$ cat config.mk
export PLATFORM = sky130hd
export DESIGN_NAME = run_length_codec_core
export DESIGN_NICKNAME = d
export VERILOG_FILES = /design/src/sv/rlc_pkg.sv /design/src/sv/rlc_front.sv /design/src/sv/rlc_cmd_fifo.sv /design/src/sv/rlc_back.sv /design/src/sv/run_length_codec_core.sv
export SDC_FILE = /design/constraint.sdc
export NUM_CORES = 1
export LEC_CHECK = 0
export ABC_CLOCK_PERIOD_IN_PS = 3680
export BUFFER_PORTS_ARGS = -buffer_cell sky130_fd_sc_hd__buf_4
export CORE_MARGIN = 8
export CORE_UTILIZATION = 40
export CTS_CLUSTER_SIZE = 10
export DETAILED_ROUTE_END_ITERATION = 10
export PLACE_DENSITY = 0.52
export SYNTH_ARGS = -nofsm -noshare
export SYNTH_HDL_FRONTEND = slang
export SYNTH_SLANG_ARGS = --single-unit
$ cat constraint.sdc
create_clock -name aclk -period 3.68 [get_ports aclk]
set_input_delay 0 -clock aclk [delete_from_list [all_inputs] [get_ports aclk]]
set_output_delay 0 -clock aclk [all_outputs]
set_load 0.02 [all_outputs]
$ cat src/sv/rlc_pkg.sv
// rlc_pkg: shared types and constants of the run-length codec
// holds item structs, the queue command format and default sizes
// no dependencies
package rlc_pkg;

    localparam int MAX_RUN_DEFAULT     = 9;
    localparam int QUEUE_DEPTH_DEFAULT = 4;
    localparam int CNT_W               = 4;
    localparam logic [7:0] DIGIT_BASE  = 8'd48;
    localparam logic [7:0] DIGIT_TOP   = 8'd57;

    typedef struct packed {
        logic [7:0] symbol;
        logic       decode_mode;
        logic       end_of_string;
    } in_item_t;

    typedef struct packed {
        logic [7:0] out_symbol;
        logic       out_last;
    } out_item_t;

    // one segment: optional count digit, then the symbol reps times
    typedef struct packed {
        logic             valid;
        logic             digit_en;
        logic [CNT_W-1:0] digit;
        logic [7:0]       sym;
        logic [CNT_W-1:0] reps;
    } seg_t;

    // work for the back end: up to two segments, last marks the final byte
    typedef struct packed {
        seg_t seg_a;
        seg_t seg_b;
        logic last;
    } cmd_t;

endpackage

$ cat src/sv/rlc_front.sv
// rlc_front: accepts items, tracks encode runs and decode digits
// turns each item into at most one command for the queue
// depends on rlc_pkg
module rlc_front #(
    parameter int MAX_RUN = rlc_pkg::MAX_RUN_DEFAULT
) (
    input  logic             aclk,
    input  logic             aresetn,
    input  logic             fire,
    input  rlc_pkg::in_item_t item,
    output logic             push,
    output rlc_pkg::cmd_t    cmd
);

    localparam int CW = rlc_pkg::CNT_W;

    logic [7:0]    held_symbol_reg, held_symbol_next;
    logic [CW-1:0] run_length_reg, run_length_next;
    logic          holding_reg, holding_next;
    logic [CW-1:0] repeat_count_reg, repeat_count_next;
    logic          count_pending_reg, count_pending_next;

    logic          same_run;
    logic          is_digit;
    rlc_pkg::seg_t seg_prev, seg_cur, seg_none;

    always_comb begin
        same_run = holding_reg && (item.symbol == held_symbol_reg) &&
                   (run_length_reg < CW'(MAX_RUN));
        is_digit = (item.symbol >= rlc_pkg::DIGIT_BASE) &&
                   (item.symbol <= rlc_pkg::DIGIT_TOP);

        held_symbol_next   = held_symbol_reg;
        run_length_next    = run_length_reg;
        holding_next       = holding_reg;
        repeat_count_next  = repeat_count_reg;
        count_pending_next = count_pending_reg;

        seg_none = '0;
        seg_prev = '0;
        seg_cur  = '0;
        cmd      = '0;
        push     = 1'b0;

        // closing segment of the open run
        seg_prev.valid    = 1'b1;
        seg_prev.digit_en = run_length_reg > CW'(1);
        seg_prev.digit    = run_length_reg;
        seg_prev.sym      = held_symbol_reg;
        seg_prev.reps     = CW'(1);

        if (!item.decode_mode) begin
            if (same_run) begin
                run_length_next = run_length_reg + CW'(1);
            end else begin
                held_symbol_next = item.symbol;
                run_length_next  = CW'(1);
                holding_next     = 1'b1;
            end
            seg_cur.valid    = 1'b1;
            seg_cur.digit_en = run_length_next > CW'(1);
            seg_cur.digit    = run_length_next;
            seg_cur.sym      = held_symbol_next;
            seg_cur.reps     = CW'(1);

            cmd.last = item.end_of_string;
            if (holding_reg && !same_run) begin
                push      = 1'b1;
                cmd.seg_a = seg_prev;
                cmd.seg_b = item.end_of_string ? seg_cur : seg_none;
            end else if (item.end_of_string) begin
                push      = 1'b1;
                cmd.seg_a = seg_cur;
            end
        end else begin
            cmd.last = item.end_of_string;
            cmd.seg_a.valid = 1'b1;
            cmd.seg_a.sym   = item.symbol;
            if (count_pending_reg) begin
                cmd.seg_a.reps     = repeat_count_reg;
                push               = repeat_count_reg != '0;
                count_pending_next = 1'b0;
                repeat_count_next  = '0;
            end else if (is_digit) begin
                repeat_count_next  = CW'(item.symbol - rlc_pkg::DIGIT_BASE);
                count_pending_next = 1'b1;
            end else begin
                cmd.seg_a.reps = CW'(1);
                push           = 1'b1;
            end
        end

        // end of string clears both modes
        if (item.end_of_string) begin
            held_symbol_next   = '0;
            run_length_next    = '0;
            holding_next       = 1'b0;
            repeat_count_next  = '0;
            count_pending_next = 1'b0;
        end

        if (!fire) begin
            push = 1'b0;
        end
    end

    always_ff @(posedge aclk) begin
        if (!aresetn) begin
            held_symbol_reg   <= '0;
            run_length_reg    <= '0;
            holding_reg       <= 1'b0;
            repeat_count_reg  <= '0;
            count_pending_reg <= 1'b0;
        end else if (fire) begin
            held_symbol_reg   <= held_symbol_next;
            run_length_reg    <= run_length_next;
            holding_reg       <= holding_next;
            repeat_count_reg  <= repeat_count_next;
            count_pending_reg <= count_pending_next;
        end
    end

endmodule

$ cat src/sv/rlc_cmd_fifo.sv
// rlc_cmd_fifo: short command queue between front and back end
// register array with wrap-around pointers and a fill count
// depends on rlc_pkg
module rlc_cmd_fifo #(
    parameter int DEPTH = rlc_pkg::QUEUE_DEPTH_DEFAULT
) (
    input  logic          aclk,
    input  logic          aresetn,
    input  logic          push,
    input  rlc_pkg::cmd_t push_data,
    input  logic          pop,
    output rlc_pkg::cmd_t head,
    output logic          not_empty,
    output logic          full
);

    localparam int PTR_W = (DEPTH > 1) ? $clog2(DEPTH) : 1;
    localparam int FILL_W = $clog2(DEPTH + 1);

    rlc_pkg::cmd_t     entries_reg [DEPTH];
    logic [PTR_W-1:0]  wr_ptr_reg, wr_ptr_next;
    logic [PTR_W-1:0]  rd_ptr_reg, rd_ptr_next;
    logic [FILL_W-1:0] fill_reg, fill_next;
    logic              do_push, do_pop;

    always_comb begin
        full      = fill_reg == FILL_W'(DEPTH);
        not_empty = fill_reg != '0;
        head      = entries_reg[rd_ptr_reg];
        do_push   = push && !full;
        do_pop    = pop && not_empty;

        wr_ptr_next = wr_ptr_reg;
        rd_ptr_next = rd_ptr_reg;
        if (do_push) begin
            wr_ptr_next = (wr_ptr_reg == PTR_W'(DEPTH - 1)) ? '0 : wr_ptr_reg + PTR_W'(1);
        end
        if (do_pop) begin
            rd_ptr_next = (rd_ptr_reg == PTR_W'(DEPTH - 1)) ? '0 : rd_ptr_reg + PTR_W'(1);
        end
        fill_next = fill_reg;
        if (do_push && !do_pop) begin
            fill_next = fill_reg + FILL_W'(1);
        end else if (do_pop && !do_push) begin
            fill_next = fill_reg - FILL_W'(1);
        end
    end

    always_ff @(posedge aclk) begin
        if (!aresetn) begin
            wr_ptr_reg <= '0;
            rd_ptr_reg <= '0;
            fill_reg   <= '0;
        end else begin
            wr_ptr_reg <= wr_ptr_next;
            rd_ptr_reg <= rd_ptr_next;
            fill_reg   <= fill_next;
        end
    end

    always_ff @(posedge aclk) begin
        if (do_push) begin
            entries_reg[wr_ptr_reg] <= push_data;
        end
    end

endmodule

$ cat src/sv/rlc_back.sv
// rlc_back: expands queued commands into output bytes, one per cycle
// while m_ready allows; drives the registered result channel
// depends on rlc_pkg
module rlc_back (
    input  logic               aclk,
    input  logic               aresetn,
    input  rlc_pkg::cmd_t      head,
    input  logic               head_valid,
    output logic               pop,
    output logic               m_valid,
    input  logic               m_ready,
    output rlc_pkg::out_item_t m_item
);

    localparam int CW = rlc_pkg::CNT_W;

    logic               m_valid_reg, m_valid_next;
    rlc_pkg::out_item_t m_item_reg, m_item_next;
    logic               seg_sel_reg, seg_sel_next;
    logic               digit_done_reg, digit_done_next;
    logic [CW-1:0]      cnt_reg, cnt_next;

    rlc_pkg::seg_t seg;
    logic          advance, emit;

    always_comb begin
        seg     = seg_sel_reg ? head.seg_b : head.seg_a;
        advance = !m_valid_reg || m_ready;
        emit    = advance && head_valid;

        m_valid_next    = m_valid_reg;
        m_item_next     = m_item_reg;
        seg_sel_next    = seg_sel_reg;
        digit_done_next = digit_done_reg;
        cnt_next        = cnt_reg;
        pop             = 1'b0;

        if (emit) begin
            m_valid_next = 1'b1;
            if (seg.digit_en && !digit_done_reg) begin
                // count digit ahead of the symbol
                m_item_next.out_symbol = rlc_pkg::DIGIT_BASE + 8'(seg.digit);
                m_item_next.out_last   = 1'b0;
                digit_done_next        = 1'b1;
            end else begin
                m_item_next.out_symbol = seg.sym;
                m_item_next.out_last   = 1'b0;
                cnt_next               = cnt_reg + CW'(1);
                if (cnt_next == seg.reps) begin
                    cnt_next        = '0;
                    digit_done_next = 1'b0;
                    if (!seg_sel_reg && head.seg_b.valid) begin
                        seg_sel_next = 1'b1;
                    end else begin
                        seg_sel_next         = 1'b0;
                        pop                  = 1'b1;
                        m_item_next.out_last = head.last;
                    end
                end
            end
        end else if (m_ready) begin
            m_valid_next = 1'b0;
        end
    end

    always_ff @(posedge aclk) begin
        if (!aresetn) begin
            m_valid_reg    <= 1'b0;
            seg_sel_reg    <= 1'b0;
            digit_done_reg <= 1'b0;
            cnt_reg        <= '0;
        end else begin
            m_valid_reg    <= m_valid_next;
            seg_sel_reg    <= seg_sel_next;
            digit_done_reg <= digit_done_next;
            cnt_reg        <= cnt_next;
        end
    end

    always_ff @(posedge aclk) begin
        m_item_reg <= m_item_next;
    end

    assign m_valid = m_valid_reg;
    assign m_item  = m_item_reg;

endmodule

$ cat src/sv/run_length_codec_core.sv
// run_length_codec_core: streaming run-length encoder / decoder, single-digit counts
// top level: front end, command queue and back end
// depends on rlc_pkg, rlc_front, rlc_cmd_fifo, rlc_back
//
// usage
//   input channel s_valid / s_ready / s_item: one byte per item, with the mode bit
//   (0 encode, 1 decode) and the end-of-string flag
//   result channel m_valid / m_ready / m_item: one output byte per item, out_last
//   set on the final byte of a transformed string
//   encode: a run becomes an ascii count digit (only for runs longer than one)
//   and the byte; runs longer than MAX_RUN are split
//   decode: a digit is held, the next byte is repeated that many times
//   throughput: one input item per cycle while the queue has room; the back end
//   emits one byte per cycle unless m_ready stalls it, so an item that yields k
//   bytes keeps it busy until all k are out, and the queue of QUEUE_DEPTH commands
//   absorbs that before s_ready drops; bytes leave via the m_item output register
//   reset: synchronous aresetn low empties the queue and clears run and digit state
//   receiver stall: m_ready low holds the output register; the queue fills and
//   then s_ready goes low, nothing is lost
module run_length_codec_core #(
    parameter int MAX_RUN     = rlc_pkg::MAX_RUN_DEFAULT,
    parameter int QUEUE_DEPTH = rlc_pkg::QUEUE_DEPTH_DEFAULT
) (
    input  logic               aclk,
    input  logic               aresetn,
    input  logic               s_valid,
    output logic               s_ready,
    input  rlc_pkg::in_item_t  s_item,
    output logic               m_valid,
    input  logic               m_ready,
    output rlc_pkg::out_item_t m_item
);

    logic          fire;
    logic          push;
    rlc_pkg::cmd_t push_cmd;
    rlc_pkg::cmd_t head;
    logic          head_valid;
    logic          pop;
    logic          q_full;

    // the front end takes an item whenever the queue has a free slot
    assign s_ready = !q_full;
    assign fire    = s_valid && s_ready;

    // classify the item and keep run / digit state
    rlc_front #(
        .MAX_RUN (MAX_RUN)
    ) u_front (
        .aclk    (aclk),
        .aresetn (aresetn),
        .fire    (fire),
        .item    (s_item),
        .push    (push),
        .cmd     (push_cmd)
    );

    // decouples input acceptance from output expansion
    rlc_cmd_fifo #(
        .DEPTH (QUEUE_DEPTH)
    ) u_queue (
        .aclk      (aclk),
        .aresetn   (aresetn),
        .push      (push),
        .push_data (push_cmd),
        .pop       (pop),
        .head      (head),
        .not_empty (head_valid),
        .full      (q_full)
    );

    // expand commands into bytes behind the output register
    rlc_back u_back (
        .aclk       (aclk),
        .aresetn    (aresetn),
        .head       (head),
        .head_valid (head_valid),
        .pop        (pop),
        .m_valid    (m_valid),
        .m_ready    (m_ready),
        .m_item     (m_item)
    );

endmodule

* Word-level counts from Yosys, hierarchy flattened
Memories as Yosys holds them, arrays and structs flattened. A register that Yosys moved wholly into a read port is not among the register bits.
Cells that the tools add are included.
** Storage, ports and cells
- Register bits :: 41
- Memory bits (writable) :: 148
- Bits of input ports :: 14
- Output and inout port bits :: 11
- Logic and storage cells :: 127
- Memories kept :: 1
** Operators by class
- Add/sub/neg operators :: 8
- Order comparisons :: 5
- Equal/unequal tests :: 7
- Muxes and demuxes :: 55
- Bitwise gates (word level) :: 2
- Reduce and logical (&&, ||, !) cells :: 35
** Memory list
- u_queue.entries_reg :: depth 4, bits a word 37, read ports 1, clocked after memory_dff 1, wr ports 1, RTL line rlc_cmd_fifo.sv:20 : rlc_pkg::cmd_t entries_reg [DEPTH];
** Operator list (number)
- $mux W18 :: 4
- $mux W4 :: 10
- $mux W1 :: 28
- $mux W8 :: 3
- $mux W17 :: 1
- $logic_and A1 B1 Y1 :: 12
- $mux W12 :: 1
- $mux W9 :: 1
- $reduce_and A3 Y1 :: 3
- $add A4 B1 Y4 const B :: 2
- $eq A8 B8 Y1 :: 1
- $ge A8 B6 Y1 const B :: 1
- $gt A4 B1 Y1 const B :: 2
- $le A8 B6 Y1 const B :: 1
- $mux W2 :: 4
- $reduce_and A2 Y1 :: 4
- $reduce_bool A2 Y1 :: 4
- $add A6 B4 Y7 const A :: 1
- $logic_not A1 Y1 :: 7
- $mux W3 :: 2
- $reduce_bool A3 Y1 :: 2
- $mux W5 :: 1
- $add A2 B1 Y2 const B :: 2
- $eq A2 B2 Y1 const B :: 2
- other kinds (11) :: 13

* Depth between registers and ports, before layout
- Word-level depth :: 13
- Depth in mapped cells :: 13
- Mapped depth without buffers :: 12

* By module
From an unflattened synthesis, not the netlist that was laid out.
** Unflattened totals
- Cells, all modules :: 515
- Area total of the unflattened synthesis :: 8199.1 um^2
** Modules (own cells, without submodules)
- rlc_cmd_fifo :: instances 1, cells an instance 244, area an instance 5876.9 um^2, sequential area each 4624.4 um^2
- rlc_front :: instances 1, cells an instance 190, area an instance 1401.3 um^2, sequential area each 360.3 um^2
- rlc_back :: instances 1, cells an instance 79, area an instance 910.9 um^2, sequential area each 410.4 um^2
- run_length_codec_core :: instances 1, cells an instance 2, area an instance 10.0 um^2, sequential area each 0.0 um^2

* Worst setup path after synthesis
Ideal clock, no wire load.
- Path type :: reg2reg
- Start point :: reg (tool-made name)
- End point :: reg u_queue.fill_reg[2]
- Library setup time :: 0.076 ns
- Data arrival time :: 2.923 ns
- Required time :: 3.604 ns
- Setup slack :: 0.681 ns
- Cell stages (with the launch flop) :: 13
- Buffers on the path :: 1
- Period minus slack after synthesis :: 2.999 ns
- Cells stage by stage :: dfxtp_1 -> buf_6 -> mux4_2 -> xor3_1 -> nand4b_1 -> a31oi_4 -> nand3b_4 -> ha_1 -> inv_1 -> fa_1 -> xor2_1 -> or3_1 -> a21boi_0
** RTL lines
- to (signal assigned) :: RTL line rlc_cmd_fifo.sv:57 : fill_reg <= fill_next;
- to (decl) :: RTL line rlc_cmd_fifo.sv:23 : logic [FILL_W-1:0] fill_reg, fill_next;

==> qor.yml <==
status: "completed"
synth_top_cell_area_share_pct: 56.36
crit_required_ns: 4.03
rrSetupSlack_ns: 0.46
first_iter_violations: 190
grt_busiest_layer: "met2"
antenna_found_initial: 1
gr-usage-met2_pct: 22.28
io_pins: 25
endpoint_kind: "register"
io_buffers: 24
synth-main-ff-cell: "edfxtp_1"
ys_seq_area_share_pct: 65.68
fin_nets: 543
drc: 0
hp-class: "input port to register"
setup_violations: 0
worst-slew-pin-transition_ns: 1.161
async_flop_share_pct: 0
start_util_pct: 40.64
die_area_um2: 22830
die_w_um: 151.1
relSlewSlack_pct: 21.98
post-route-util_pct: 47.60
yosysTopAreaCell: "edfxtp_1"
crit_arrival_ns: 3.56
grt_max_degree: 38
use_met1_pct: 18.31
clock-sinks: 171
dpl.hpwl_mm: 9.638
slew_violations: 0
fin_skew_ns: 0.005924
holdWs_ns: 0.1040
synth.avg_cell_area_um2: 16.01
coreArea_um2: 17960
p_per_area_nw_per_um2: 543.3
synth-edff-count: 137
leakagePower_nw: 2.966
firstDrtPassIters: 4
worstSetupPathType: "register to register"
synthTopCellsByArea: "edfxtp_1, mux4_2, dfxtp_1"
largest_reg_flops: 128
drt-total-wl_mm: 14.79
synthCells: 456
setup_tns_ns: 0
post_route_cells_drive_above_1_share_pct: 19.77
clk_latency_ns: 0.42
cts_resized: 0
met3_usage_pct: 2.599
overflow: 0
cts_max_level: 4
startpoint_type: "register"
core.rowCount: 49
post_drt_wl_per_cell_um: 19.46
clk_pin_slew_worst_paths_ns: 0.06
synth.cell_area_um2: 7300
postPlaceCellArea_um2: 7824
nFillCells: 1548
max-clock-path-buffers: 2
multi_input_area_um2: 2426
seqCellArea_um2: 4796
vias: 4007
ant_nets: 0
diodes: 0
gp_congestion: 0.8032
max_freq_ghz: 0.3109
yosys_warnings: 0
fin_crit_ns: 3.216
root_buffer: "clkbuf_16"
vias_per_cell: 5.272
rsz0062_at_grt: "no"
max_cap_viol_count: 0
track_usage_pct: 13.85
grt_pass1_wl_mm: 23.52
critPathMaxFanout: 12
grt_pass1_vias: 4239
yosysUniqueCellTypes: 56
ir_drop_mv: 0.3405
timing.final.crit_share_pct: 87.40
die_h_um: 151.1
hold_violations: 0
synth-seq-cells: 171
cts_tree: "built"
cts_buffers: 17
syn_to_final_growth_pct: 17.14
design_area_um2: 8551
-- routing by layer --
metal	share of wire [%]	wire (µm)	up-vias
met5	0	0	-
met4	1.3	189	0
met3	3.9	571	17
met2	48	7094	62
met1	47	6938	2042
li1	-	-	1886
-- timing repair --
action	CTS	global route
hold buffers	12	0
hold endpoints to repair	31	0
setup endpoints to repair	0	0
buffers inserted	0	0
-- per-stage QoR --
stage | total power [mW] | instances | setup slack (ns)
finish | 4.645 | 760 | 0.4636
global route | 4.834 | 760 | 0.2742
CTS | 4.703 | 760 | 0.4253
detailed placement | 2.861 | 716 | 0.4434
global placement | 2.851 | 716 | 0.5469
floorplan | 2.654 | 471 | 0.6814
-- area by class of cell --
class                      count  area share (%)
sequential                   171           56.09
multi-input combinational    269           28.37
clock buffer                  19           5.063
timing repair buffer          49           4.653
tap                          229           3.351
clock inverter                13           2.034
inverter                      10          0.4390
-- power by group --
part | leakage, nW | switching, mW | internal, mW
combinational | 1.11 | 0.316 | 0.240
clock | 0.293 | 0.698 | 1.13
sequential | 1.56 | 0.0530 | 2.21
-- placed cells by master (no fill, tap or decap), types with 3 or more instances in the layout --
master         count
nor2b_1           19
clkbuf_16         17
and2_1            14
clkinv_1           5
dfxtp_1           33
ha_1              10
inv_1             10
o22ai_1            4
xor2_1             6
a21boi_0          10
and3_1             7
buf_4             37
clkinv_4           3
mux4_2            35
xnor2_1           11
nand3_1           10
nor2_1            20
bufinv_16          4
conb_1            16
nor3_1             6
dlygate4sd3_1     12
edfxtp_1         137
nand2_1           17
a22oi_1           10
a22o_1             8
o21ai_0            9
a21oi_1            9
mux2i_1           10
-- cells by family after synthesis --
kind of cell,synth area share [%]
other,0.05137
and+or+nand+nor,8.673
AOI/OAI and AO/OA,6.856
buffers and inverters,1.851
muxes,12.53
DFF,65.68
xor gates and xnor gates,2.365
adders and majority gates,1.988
-- critical path, stage by stage, from the launching register on --
cell,delay (ns)
dfxtp_2,0.41
buf_4,0.29
mux4_2,0.56
xnor2_1,0.15
o32a_1,0.22
a31oi_4,0.08
nand3b_4,0.14
ha_1,0.20
inv_1,0.07
fa_1,0.37
xor2_1,0.18
or3_1,0.31
a21boi_0,0.16
-- path summary, 6_finish.rpt --
check	from	end	depth (start not counted)
max	register	u_queue.fill_reg[2]	12
min	s_valid	u_front.count_pending_reg	4
max reg2reg	register	u_queue.fill_reg[2]	12
min reg2reg	u_back.m_valid	u_back.m_valid	2
-- cell usage after synthesis, types with 2 or more instances --
| master | count |
|---|---|
| edfxtp_1 | 137 |
| mux4_2 | 35 |
| dfxtp_1 | 34 |
| nor2_1 | 20 |
| nor2b_1 | 19 |
| nand2_1 | 17 |
| and2_1 | 14 |
| clkbuf_1 | 13 |
| xnor2_1 | 11 |
| a21boi_0 | 10 |
| a22oi_1 | 10 |
| ha_1 | 10 |
| inv_1 | 10 |
| mux2i_1 | 10 |
| nand3_1 | 10 |
| a21oi_1 | 9 |
| o21ai_0 | 9 |
| a22o_1 | 8 |
| and3_1 | 7 |
| nor3_1 | 6 |
| xor2_1 | 6 |
| o22ai_1 | 4 |
| buf_1 | 3 |
| buf_2 | 3 |
| a31oi_1 | 2 |
| buf_6 | 2 |
| nand3b_1 | 2 |
| nand4_1 | 2 |
| nor4_1 | 2 |
| o21a_1 | 2 |
| o21bai_1 | 2 |
| o311ai_0 | 2 |
| or3_1 | 2 |
(Power assumes the default switching activity.)
